==> src/rtl/bcpd_pkg.sv <==
// Shared types, constants and the microcode table of the cascaded PD/PI balance controller.
// Depends on nothing; the top level imports it.
package bcpd_pkg;

    // Field and datapath widths.
    localparam int ANGLE_W       = 17;
    localparam int RATE_W        = 16;
    localparam int COUNT_W       = 16;
    localparam int DRIVE_W       = 16;
    localparam int GAIN_W        = 32;
    localparam int LIMIT_W       = 15;
    localparam int FE_W          = 18;
    localparam int SI_W          = 16;
    localparam int SI_SUM_W      = 19;
    localparam int ERR_W         = 17;
    localparam int FILT_SUM_W    = 22;
    localparam int MUL_W         = 33;
    localparam int PROD_W        = 2 * MUL_W;
    localparam int ACC_W         = PROD_W;
    localparam int SAT_W         = 32;
    localparam int PC_W          = 4;
    localparam int CFG_IDX_W     = 3;
    localparam int CFG_DATA_W    = 32;
    localparam int S_TDATA_W     = 72;
    localparam int M_TDATA_W     = 32;

    localparam int GAIN_FRAC_BITS_DEF = 20;
    localparam int ANGLE_FRAC_BITS    = 8;

    // floor(n / 10) == (n * DIV10_MAGIC) >> DIV10_SHIFT for every n below 2^32.
    localparam logic signed [MUL_W-1:0] DIV10_MAGIC = 33'sh0_CCCC_CCCD;
    localparam int DIV10_SHIFT = 35;

    // Register reset values.
    localparam logic [ANGLE_W-1:0] BALANCE_ANGLE_RST  = 17'd768;
    localparam logic [GAIN_W-1:0]  UPRIGHT_KP_RST     = 32'd127087821;
    localparam logic [GAIN_W-1:0]  UPRIGHT_KD_RST     = 32'd251658;
    localparam logic [GAIN_W-1:0]  SPEED_KP_RST       = 32'hFFFE_8F5C;
    localparam logic [GAIN_W-1:0]  SPEED_KI_RST       = 32'hFFFF_FE28;
    localparam logic [LIMIT_W-1:0] INTEGRAL_LIMIT_RST = 15'd20000;
    localparam logic [LIMIT_W-1:0] DRIVE_LIMIT_RST    = 15'd7200;

    // Configuration register indexes.
    localparam logic [CFG_IDX_W-1:0] CFG_BALANCE_ANGLE  = 3'd0;
    localparam logic [CFG_IDX_W-1:0] CFG_UPRIGHT_KP     = 3'd1;
    localparam logic [CFG_IDX_W-1:0] CFG_UPRIGHT_KD     = 3'd2;
    localparam logic [CFG_IDX_W-1:0] CFG_SPEED_KP       = 3'd3;
    localparam logic [CFG_IDX_W-1:0] CFG_SPEED_KI       = 3'd4;
    localparam logic [CFG_IDX_W-1:0] CFG_INTEGRAL_LIMIT = 3'd5;
    localparam logic [CFG_IDX_W-1:0] CFG_DRIVE_LIMIT    = 3'd6;

    // Microprogram step addresses.
    localparam logic [PC_W-1:0] S_IDLE     = 4'd0;
    localparam logic [PC_W-1:0] S_MUL_PD   = 4'd1;
    localparam logic [PC_W-1:0] S_MUL_D    = 4'd2;
    localparam logic [PC_W-1:0] S_MUL_DIV  = 4'd3;
    localparam logic [PC_W-1:0] S_UPRIGHT  = 4'd4;
    localparam logic [PC_W-1:0] S_INTEG    = 4'd5;
    localparam logic [PC_W-1:0] S_MUL_I    = 4'd6;
    localparam logic [PC_W-1:0] S_ADD_I    = 4'd7;
    localparam logic [PC_W-1:0] S_SPEED    = 4'd8;
    localparam logic [PC_W-1:0] S_MUL_VS   = 4'd9;
    localparam logic [PC_W-1:0] S_COMBINE  = 4'd10;
    localparam logic [PC_W-1:0] S_OUT      = 4'd11;

    typedef enum logic [2:0] {
        MA_KP, MA_KD, MA_SKP, MA_SKI, MA_MAGIC
    } mul_a_sel_t;

    typedef enum logic [2:0] {
        MB_DIFF, MB_RATE, MB_NMAG, MB_FE, MB_SI, MB_VS
    } mul_b_sel_t;

    typedef enum logic [1:0] {
        ACC_HOLD, ACC_LOAD, ACC_ADD, ACC_VU_SUB
    } acc_op_t;

    typedef enum logic [1:0] {
        GO_ALWAYS, GO_IN, GO_OUT_FREE
    } go_cond_t;

    // One control word. The step advances when its go condition holds,
    // to target when jmp is set and to the next address otherwise.
    typedef struct packed {
        mul_a_sel_t      mul_a;
        mul_b_sel_t      mul_b;
        acc_op_t         acc_op;
        logic            wr_vu;
        logic            wr_fe;
        logic            wr_si;
        logic            wr_vs;
        logic            wr_out;
        go_cond_t        go;
        logic            jmp;
        logic [PC_W-1:0] target;
    } ctrl_t;

    localparam ctrl_t UC_NOP = '{
        mul_a: MA_KP, mul_b: MB_DIFF, acc_op: ACC_HOLD,
        wr_vu: 1'b0, wr_fe: 1'b0, wr_si: 1'b0, wr_vs: 1'b0, wr_out: 1'b0,
        go: GO_ALWAYS, jmp: 1'b0, target: S_IDLE
    };

    function automatic ctrl_t ucode_rom(input logic [PC_W-1:0] pc);
        ctrl_t w;
        w = UC_NOP;
        unique case (pc)
            S_IDLE: begin
                w.go = GO_IN;
            end
            S_MUL_PD: begin
                w.mul_a = MA_KP;
                w.mul_b = MB_DIFF;
            end
            S_MUL_D: begin
                w.mul_a  = MA_KD;
                w.mul_b  = MB_RATE;
                w.acc_op = ACC_LOAD;
            end
            S_MUL_DIV: begin
                w.mul_a  = MA_MAGIC;
                w.mul_b  = MB_NMAG;
                w.acc_op = ACC_ADD;
            end
            S_UPRIGHT: begin
                w.wr_vu = 1'b1;
                w.wr_fe = 1'b1;
            end
            S_INTEG: begin
                w.wr_si = 1'b1;
                w.mul_a = MA_SKP;
                w.mul_b = MB_FE;
            end
            S_MUL_I: begin
                w.mul_a  = MA_SKI;
                w.mul_b  = MB_SI;
                w.acc_op = ACC_LOAD;
            end
            S_ADD_I: begin
                w.acc_op = ACC_ADD;
            end
            S_SPEED: begin
                w.wr_vs = 1'b1;
            end
            S_MUL_VS: begin
                w.mul_a = MA_KP;
                w.mul_b = MB_VS;
            end
            S_COMBINE: begin
                w.acc_op = ACC_VU_SUB;
            end
            S_OUT: begin
                w.wr_out = 1'b1;
                w.go     = GO_OUT_FREE;
                w.jmp    = 1'b1;
                w.target = S_IDLE;
            end
            default: begin
                w.jmp    = 1'b1;
                w.target = S_IDLE;
            end
        endcase
        return w;
    endfunction

endpackage

==> src/rtl/balance_cascade_pd_pi_controller_top.sv <==
// The sequencer runs each accepted sample through the microprogram to the output step, which
// holds until the output register is free; an 11-step microprogram runs every product
// through a single 33x33 multiplier, so no new sample is taken until the program is done.
// A sample is accepted only in the idle step; a result may wait in the output register.
// Reset (aresetn low, synchronous) loads register defaults, clears filter and integral
// state, and returns the sequencer to idle with no result pending.
module balance_cascade_pd_pi_controller_top
    import bcpd_pkg::*;
#(
    parameter int GAIN_FRAC_BITS = GAIN_FRAC_BITS_DEF
) (
    input  logic                  aclk,
    input  logic                  aresetn,
    // Fields from bit 0 up: pitch_angle[16:0], pitch_rate[32:17], left_count[48:33],
    // right_count[64:49], zero fill.
    input  logic                  s_tvalid,
    output logic                  s_tready,
    input  logic [S_TDATA_W-1:0]  s_tdata,
    // Fields from bit 0 up: left_drive[15:0], right_drive[31:16].
    output logic                  m_tvalid,
    input  logic                  m_tready,
    output logic [M_TDATA_W-1:0]  m_tdata,
    input  logic                  cfg_valid,
    output logic                  cfg_ready,
    input  logic [CFG_IDX_W-1:0]  cfg_index,
    input  logic [CFG_DATA_W-1:0] cfg_data
);

    localparam logic signed [ACC_W-1:0] MAX32 = ACC_W'(64'sd2147483647);
    localparam logic signed [ACC_W-1:0] MIN32 = ACC_W'(-64'sd2147483648);

    // Configuration registers.
    logic signed [ANGLE_W-1:0] ba_reg;
    logic signed [GAIN_W-1:0]  kp_reg;
    logic signed [GAIN_W-1:0]  kd_reg;
    logic signed [GAIN_W-1:0]  skp_reg;
    logic signed [GAIN_W-1:0]  ski_reg;
    logic [LIMIT_W-1:0]        il_reg;
    logic [LIMIT_W-1:0]        dl_reg;

    // Latched sample.
    logic signed [ANGLE_W-1:0] angle_reg;
    logic signed [RATE_W-1:0]  rate_reg;
    logic signed [COUNT_W-1:0] left_reg;
    logic signed [COUNT_W-1:0] right_reg;

    // Loop state and datapath registers.
    logic signed [FE_W-1:0]    fe_reg;
    logic signed [SI_W-1:0]    si_reg;
    logic signed [SAT_W-1:0]   vu_reg;
    logic signed [SAT_W-1:0]   vs_reg;
    logic signed [PROD_W-1:0]  prod_reg;
    logic signed [ACC_W-1:0]   acc_reg;
    logic [PC_W-1:0]           pc_reg;
    logic                      m_tvalid_reg;
    logic [DRIVE_W-1:0]        drive_reg;

    ctrl_t                     uc;
    logic                      in_acc;
    logic                      out_free;
    logic                      go;
    logic [PC_W-1:0]           pc_next;

    logic signed [ANGLE_W:0]     diff;
    logic signed [ERR_W-1:0]     err;
    logic signed [FILT_SUM_W-1:0] err_x;
    logic signed [FILT_SUM_W-1:0] fe_x;
    logic signed [FILT_SUM_W-1:0] filt_sum;
    logic                        filt_neg;
    logic [FILT_SUM_W-1:0]       filt_mag;
    logic [FE_W-1:0]             quot;
    logic signed [FE_W-1:0]      fe_next;
    logic signed [SI_SUM_W-1:0]  si_sum;
    logic signed [SI_SUM_W-1:0]  si_lim;
    logic signed [SI_W-1:0]      si_next;
    logic signed [MUL_W-1:0]     mul_a;
    logic signed [MUL_W-1:0]     mul_b;
    logic signed [PROD_W-1:0]    prod_next;
    logic signed [ACC_W-1:0]     acc_next;
    logic signed [ACC_W-1:0]     tq_vu;
    logic signed [ACC_W-1:0]     tq_f;
    logic signed [ACC_W-1:0]     drive_lim;
    logic [DRIVE_W-1:0]          drive_next;

    // Division by 2^sh that rounds toward zero.
    function automatic logic signed [ACC_W-1:0] trunc_shr(
        input logic signed [ACC_W-1:0] a,
        input int                      sh
    );
        logic [ACC_W-1:0]        bias;
        logic signed [ACC_W-1:0] biased;
        bias   = a[ACC_W-1] ? ((ACC_W'(1) << sh) - ACC_W'(1)) : '0;
        biased = a + bias;
        return biased >>> sh;
    endfunction

    function automatic logic signed [SAT_W-1:0] sat32(input logic signed [ACC_W-1:0] a);
        logic signed [SAT_W-1:0] r;
        if (a > MAX32) begin
            r = MAX32[SAT_W-1:0];
        end else if (a < MIN32) begin
            r = MIN32[SAT_W-1:0];
        end else begin
            r = a[SAT_W-1:0];
        end
        return r;
    endfunction

    assign uc        = ucode_rom(pc_reg);
    assign s_tready  = (pc_reg == S_IDLE);
    assign in_acc    = s_tvalid && s_tready;
    assign out_free  = !m_tvalid_reg || m_tready;
    assign cfg_ready = 1'b1;
    assign m_tvalid  = m_tvalid_reg;
    assign m_tdata   = {drive_reg, drive_reg};

    always_comb begin
        unique case (uc.go)
            GO_ALWAYS:   go = 1'b1;
            GO_IN:       go = in_acc;
            GO_OUT_FREE: go = out_free;
            default:     go = 1'b1;
        endcase
        if (!go) begin
            pc_next = pc_reg;
        end else if (uc.jmp) begin
            pc_next = uc.target;
        end else begin
            pc_next = pc_reg + PC_W'(1);
        end
    end

    // Upright error and the low-pass filter numerator 3*err + 7*filtered_error.
    assign diff     = {angle_reg[ANGLE_W-1], angle_reg} - {ba_reg[ANGLE_W-1], ba_reg};
    assign err      = {left_reg[COUNT_W-1], left_reg} - {right_reg[COUNT_W-1], right_reg};
    assign err_x    = FILT_SUM_W'(err);
    assign fe_x     = FILT_SUM_W'(fe_reg);
    assign filt_sum = err_x + (err_x <<< 1) + (fe_x <<< 3) - fe_x;
    assign filt_neg = filt_sum[FILT_SUM_W-1];
    assign filt_mag = filt_neg ? FILT_SUM_W'(-filt_sum) : FILT_SUM_W'(filt_sum);

    // The quotient of the magnitude by ten comes back from the multiplier.
    assign quot    = prod_reg[DIV10_SHIFT +: FE_W];
    assign fe_next = filt_neg ? -$signed(quot) : $signed(quot);

    assign si_sum = SI_SUM_W'(si_reg) + SI_SUM_W'(fe_reg);
    assign si_lim = $signed(SI_SUM_W'(il_reg));
    always_comb begin
        if (si_sum > si_lim) begin
            si_next = si_lim[SI_W-1:0];
        end else if (si_sum < -si_lim) begin
            si_next = SI_W'(-si_lim);
        end else begin
            si_next = si_sum[SI_W-1:0];
        end
    end

    always_comb begin
        unique case (uc.mul_a)
            MA_KP:    mul_a = MUL_W'(kp_reg);
            MA_KD:    mul_a = MUL_W'(kd_reg);
            MA_SKP:   mul_a = MUL_W'(skp_reg);
            MA_SKI:   mul_a = MUL_W'(ski_reg);
            MA_MAGIC: mul_a = DIV10_MAGIC;
            default:  mul_a = MUL_W'(kp_reg);
        endcase
        unique case (uc.mul_b)
            MB_DIFF: mul_b = MUL_W'(diff);
            MB_RATE: mul_b = MUL_W'($signed({rate_reg, {ANGLE_FRAC_BITS{1'b0}}}));
            MB_NMAG: mul_b = $signed(MUL_W'(filt_mag));
            MB_FE:   mul_b = MUL_W'(fe_reg);
            MB_SI:   mul_b = MUL_W'(si_reg);
            MB_VS:   mul_b = MUL_W'(vs_reg);
            default: mul_b = MUL_W'(diff);
        endcase
    end

    assign prod_next = mul_a * mul_b;

    always_comb begin
        unique case (uc.acc_op)
            ACC_HOLD:   acc_next = acc_reg;
            ACC_LOAD:   acc_next = prod_reg;
            ACC_ADD:    acc_next = acc_reg + prod_reg;
            ACC_VU_SUB: acc_next = (ACC_W'(vu_reg) <<< GAIN_FRAC_BITS) - prod_reg;
            default:    acc_next = acc_reg;
        endcase
    end

    assign tq_vu     = trunc_shr(acc_reg, GAIN_FRAC_BITS + ANGLE_FRAC_BITS);
    assign tq_f      = trunc_shr(acc_reg, GAIN_FRAC_BITS);
    assign drive_lim = $signed(ACC_W'(dl_reg));

    always_comb begin
        if (tq_f > drive_lim) begin
            drive_next = drive_lim[DRIVE_W-1:0];
        end else if (tq_f < -drive_lim) begin
            drive_next = DRIVE_W'(-drive_lim);
        end else begin
            drive_next = tq_f[DRIVE_W-1:0];
        end
    end

    // Control state, configuration and loop state.
    always_ff @(posedge aclk) begin
        if (!aresetn) begin
            pc_reg       <= S_IDLE;
            m_tvalid_reg <= 1'b0;
            ba_reg       <= BALANCE_ANGLE_RST;
            kp_reg       <= UPRIGHT_KP_RST;
            kd_reg       <= UPRIGHT_KD_RST;
            skp_reg      <= SPEED_KP_RST;
            ski_reg      <= SPEED_KI_RST;
            il_reg       <= INTEGRAL_LIMIT_RST;
            dl_reg       <= DRIVE_LIMIT_RST;
            fe_reg       <= '0;
            si_reg       <= '0;
        end else begin
            pc_reg <= pc_next;
            if (uc.wr_out && out_free) begin
                m_tvalid_reg <= 1'b1;
            end else if (m_tready) begin
                m_tvalid_reg <= 1'b0;
            end
            if (cfg_valid) begin
                unique case (cfg_index)
                    CFG_BALANCE_ANGLE:  ba_reg  <= cfg_data[ANGLE_W-1:0];
                    CFG_UPRIGHT_KP:     kp_reg  <= cfg_data;
                    CFG_UPRIGHT_KD:     kd_reg  <= cfg_data;
                    CFG_SPEED_KP:       skp_reg <= cfg_data;
                    CFG_SPEED_KI:       ski_reg <= cfg_data;
                    CFG_INTEGRAL_LIMIT: il_reg  <= cfg_data[LIMIT_W-1:0];
                    CFG_DRIVE_LIMIT:    dl_reg  <= cfg_data[LIMIT_W-1:0];
                    default: ;
                endcase
            end
            if (uc.wr_fe) begin
                fe_reg <= fe_next;
            end
            if (uc.wr_si) begin
                si_reg <= si_next;
            end
        end
    end

    // Datapath payload registers.
    always_ff @(posedge aclk) begin
        if (in_acc) begin
            angle_reg <= s_tdata[ANGLE_W-1:0];
            rate_reg  <= s_tdata[ANGLE_W +: RATE_W];
            left_reg  <= s_tdata[ANGLE_W + RATE_W +: COUNT_W];
            right_reg <= s_tdata[ANGLE_W + RATE_W + COUNT_W +: COUNT_W];
        end
        prod_reg <= prod_next;
        acc_reg  <= acc_next;
        if (uc.wr_vu) begin
            vu_reg <= sat32(tq_vu);
        end
        if (uc.wr_vs) begin
            vs_reg <= sat32(tq_f);
        end
        if (uc.wr_out && out_free) begin
            drive_reg <= drive_next;
        end
    end

    // A new result can only come from the output step of the program.
    a_out_from_last_step: assert property (@(posedge aclk) disable iff (!aresetn)
        $rose(m_tvalid_reg) |-> $past(pc_reg) == S_OUT)
        else $error("result appeared outside the output step");

    // An accepted sample starts the program at its first arithmetic step.
    a_accept_starts: assert property (@(posedge aclk) disable iff (!aresetn)
        in_acc |=> pc_reg == S_MUL_PD)
        else $error("sequencer did not start after an accepted sample");

    // The integral update always lands inside the configured bound.
    a_integral_bound: assert property (@(posedge aclk) disable iff (!aresetn)
        ($past(pc_reg) == S_INTEG && $past(aresetn))
            |-> ($signed({1'b0, si_reg[SI_W-1] ? -si_reg : si_reg})
                 <= $signed({1'b0, $past(il_reg)})))
        else $error("speed integral outside its limit");

    // Both motors carry the same drive.
    a_equal_drive: assert property (@(posedge aclk) disable iff (!aresetn)
        m_tvalid |-> m_tdata[DRIVE_W-1:0] == m_tdata[M_TDATA_W-1:DRIVE_W])
        else $error("left and right drive differ");

endmodule
==> config.mk <==
export PLATFORM = sky130hd
export DESIGN_NAME = balance_cascade_pd_pi_controller_top
export DESIGN_NICKNAME = d
export VERILOG_FILES = /design/src/rtl/bcpd_pkg.sv /design/src/rtl/balance_cascade_pd_pi_controller_top.sv
export SDC_FILE = /design/constraint.sdc
export NUM_CORES = 2
export LEC_CHECK = 0
export ABC_AREA = 1
export BUFFER_PORTS_ARGS = -buffer_cell sky130_fd_sc_hd__buf_2
export CAP_MARGIN = 20
export CORE_ASPECT_RATIO = 1.2
export CORE_MARGIN = 4
export CORE_UTILIZATION = 55
export CTS_BUF_LIST = sky130_fd_sc_hd__clkbuf_8
export DETAILED_ROUTE_END_ITERATION = 10
export PLACE_DENSITY = 0.71
export SLEW_MARGIN = 20
export SYNTH_ARGS = -nofsm -noshare
export SYNTH_HDL_FRONTEND = slang
export SYNTH_SLANG_ARGS = --single-unit
==> constraint.sdc <==
create_clock -name aclk -period 29.7 [get_ports aclk]
set_input_delay 5.94 -clock aclk [delete_from_list [all_inputs] [get_ports aclk]]
set_output_delay 5.94 -clock aclk [all_outputs]
set_load 0.01 [all_outputs]
==> impl.org <==
** Run status
- Run status :: complete, no violations

** Logic synthesis
- When the netlist entered floorplanning its net count stood at 12530.
- In this run the mean area of a mapped cell was 7.494 µm².
- Synthesis inferred 491 register bits.
- Largest area contributor in the synthesized netlist :: fa_1
- The cell count after synthesis came out at 10690.
- EDFF count, synth :: 211
- In the post-synthesis netlist, the biggest area contributors are fa_1, inv_1, nand2_1.
- Most instantiated cells after synthesis :: inv_1, nand2_1, fa_1
- Of the total synthesized cell area, the portion taken by AND, OR, NAND and NOR gates is 0.2279.
- During synthesis, Yosys emitted a total of 0 warnings.
- Largest family of logic cells by synthesized area :: adder cells
- Parity-gate share of the synthesized area counting xor and xnor cells :: 0.02100
- Share of synthesized area spent on multiplexers :: 0
- Count leader, synth :: inv_1
- Async S/R FF share, synth :: 0
- Cell variety after synth :: 74
- The area fraction in compound gates after synthesis came to 0.09158.
- Synth Cell Area :: 80070 µm²
- In the synthesized netlist the dominant register cell turns out to be dfxtp_1.
- Part of the Yosys area used for sequential elements :: 0.1491
- Of the total synthesized cell area, the portion taken by full adders, half adders and majority gates is 0.3815.
- Fraction of synthesized cell area taken by the top area cell type :: 0.2958

** Die
- Height of the die :: 426.0 µm
- Initial standard-cell utilization of the core :: 0.5533
- I/O pin total :: 147
- The die is 356.3 µm wide.
- Cell row count :: 153
- The floorplan step defined a die boundary enclosing 151800 µm².
- Core ar. :: 144700 µm²

** Cells and area
- Number of filler instances in the final layout :: 13860
- Sequential cell area in the final layout :: 11940 µm²
- The multi-input combinational cells in the finished layout cover a total of 57960 µm².
- Layout Nets :: 12510
- Layout cell share with drive strength beyond 1 :: 0.05507
- Relative to the synthesized area, the layout overhead comes to 5.460%.

** Routing
- Vias :: 75000
- The detail route stage leaves a number of antenna-violating nets equal to 0.
- In the final routed layout, each cell accounts on average for 24.32 µm.
- After detailed routing, the number of remaining DRC violations is 0.
- Number of iterations in the first detailed-routing pass :: 6
- Detailed router's first-iteration violation count :: 7089
- Summed over all layers, the routed wires come to 308.3 mm.
- Detailed-route vias per instance :: 5.917

** GRT
- Wire length of the first global-routing pass :: 457.4 mm
- Pin count of the biggest net entering global routing :: 98
- The number of antenna violations at the first check in global routing came to 16.
- Remaining global-route overflow :: 0
- GRT Util Overall :: 0.4040
- The number of global-route vias before repair was 75430.

** Setup path
- Worst endpoint data arrival time :: 15430 ps
- Critical path startpoint :: left_reg[2]
- Slowest CP cell :: fa_1
- Worst-path fanout max :: 31
- For the worst setup path, the data required time is 30400 ps.
- Crit path max-delay family :: adder cells
- Category of the critical setup timing path :: reg -> reg
- Critical path startpoint category :: flop
- Critical path's largest stage delay :: 890 ps
- Buf+Inv Stages, Crit Path :: 13
- Most numerous cell on the critical path :: nand2_1
- Worst Setup End Kind :: flop
- Launch instance of the worst register-to-register path :: left_reg[2]

** Min path
- The worst hold path begins at kp_reg[20].
- Path category of the worst min-delay check :: reg -> reg

** STA
- The final max-slew violation count came to 0.
- Setup violations remaining at the end of the flow were counted as 0.
- Max-slew headroom :: 0.1841
- Worst-Margin Slew :: 1223 ps
- The total count of hold-check failures in the final report was 0.
- Setup total negative slack on the finished layout was measured at 0 ps.
- Unrepaired setup endpoints after global routing :: no
- Maximum frequency from static timing analysis :: 67.86 MHz
- Clock skew on the completed layout was measured at 78.54 ps.
- The tightest hold path in the finished design has a slack of 458.3 ps.
- Ratio of final minimum period to clock period :: 0.4962
- Across all setup checks in the final design, the least slack found is 14960 ps.
- Post-route minimum period :: 14740 ps

** Clock tree
- Clock latency reported for the late side of the worst-skew pair :: 860 ps
- Worst-case clock buffer depth :: 3
- The H-tree was split into 3 levels.
- CTS clk-pin slew, worst paths :: 70 ps
- Inserted Clock Buffers :: 83
- The clock drives 491 sinks.
- Setup Buffers After CTS :: 0
- Buffers inserted to repair hold after CTS numbered 0.
- In this run the clock root is driven by a clkbuf_8.
- TritonCTS built the clock tree.
- Resized cells post-CTS :: 0

** Job
- Total of max-cap violations :: 0

** Place
- Timing analysis after detailed placement gives a worst setup slack of 14930 ps.
- Port buffering added 138 buffers.
- Detailed placement finished with a half-perimeter wire length of 245.8 mm.
- At the end of routability-driven placement, the weighted congestion stood at 1.033.
[layout make-up]
| class | instances | share of cell area |
|---|---|---|
| multi-input cells | 7530 | 0.6863 |
| flip-flops and latches | 491 | 0.1414 |
| inverters | 2266 | 0.1007 |
| well taps | 1937 | 0.02870 |
| repair buffers | 290 | 0.02181 |
| clock buffers | 97 | 0.01581 |
| clock inverters | 58 | 0.005038 |
| diodes | 6 | 0.0001778 |
[worst min-delay path, stage by stage (launching register included)]
cell     delay [ps]
dfxtp_1         330
nand2_1          50
nand3_1          50
[cell families after synthesis]
logic type                 after synthesis
xor gates and xnor gates               189
adders and majority gates             1732
AOI/OAI and AO/OA                     1295
other                                    1
DFF                                    491
buffers and inverters                 2664
and+or+nand+nor                       4313
[path summary, 6_finish.rpt]
check	end	slack [ps]	cells past startpoint
worst max register to register	prod_reg[64]	14960	58
worst min-delay path	kp_reg[20]	460	2
worst max-delay path	prod_reg[64]	14960	58
worst min register to register	kp_reg[20]	460	2
[cell usage in the layout, fill, tap and decap left out, types with 8 or more instances in the layout]
cell | netlist | routed
fa_1 | 1183 | 1183
and3_1 | 8 | 8
a31oi_1 | 51 | 51
nor3_1 | 91 | 90
o21a_1 | 28 | 28
a21o_1 | 33 | 33
clkinv_2 | 0 | 14
nor2_1 | 1071 | 1061
nand4_1 | 102 | 102
dfxtp_1 | 280 | 280
buf_4 | 33 | 152
o21ai_1 | 23 | 29
xor2_1 | 125 | 125
clkbuf_8 | 0 | 97
nand2_2 | 13 | 22
inv_2 | 44 | 44
a21oi_1 | 506 | 506
o21ai_2 | 4 | 14
a211oi_1 | 15 | 15
nand3b_1 | 27 | 27
edfxtp_1 | 211 | 211
o211ai_1 | 45 | 45
or2_2 | 29 | 29
nor2_2 | 28 | 32
buf_2 | 113 | 137
clkinv_1 | 7 | 22
o21bai_1 | 33 | 33
nand3_1 | 952 | 951
nor4_1 | 31 | 30
nor2_4 | 3 | 9
nand2_1 | 1939 | 1930
a21boi_0 | 10 | 10
xnor2_1 | 62 | 62
o21ai_0 | 451 | 435
inv_1 | 2215 | 2228
a221oi_1 | 37 | 37
o221ai_1 | 14 | 14
ha_1 | 549 | 549
[per-layer routing]
metal	track usage	wire length [µm]	share of wire
met1	0.4860	111700	0.36
met2	0.6357	136800	0.44
met3	0.09349	31430	0.10
met4	0.2958	28250	0.092
met5	0	73	0.00024
[metrics by stage]
step | instance area [µm²] | utilization | instances
after floorplan | 80070 | - | 10690
after global placement | 82640 | 0.5710 | 12510
after detailed placement | 82650 | 0.5711 | 12510
after CTS | 84410 | 0.5833 | 12670
after global routing | 84440 | 0.5834 | 12670
final | 84450 | 0.5835 | 12680
Power is left out: the tool's default activity adds up to more than one toggle a clock period on the data nets, which glitch-free logic cannot reach.
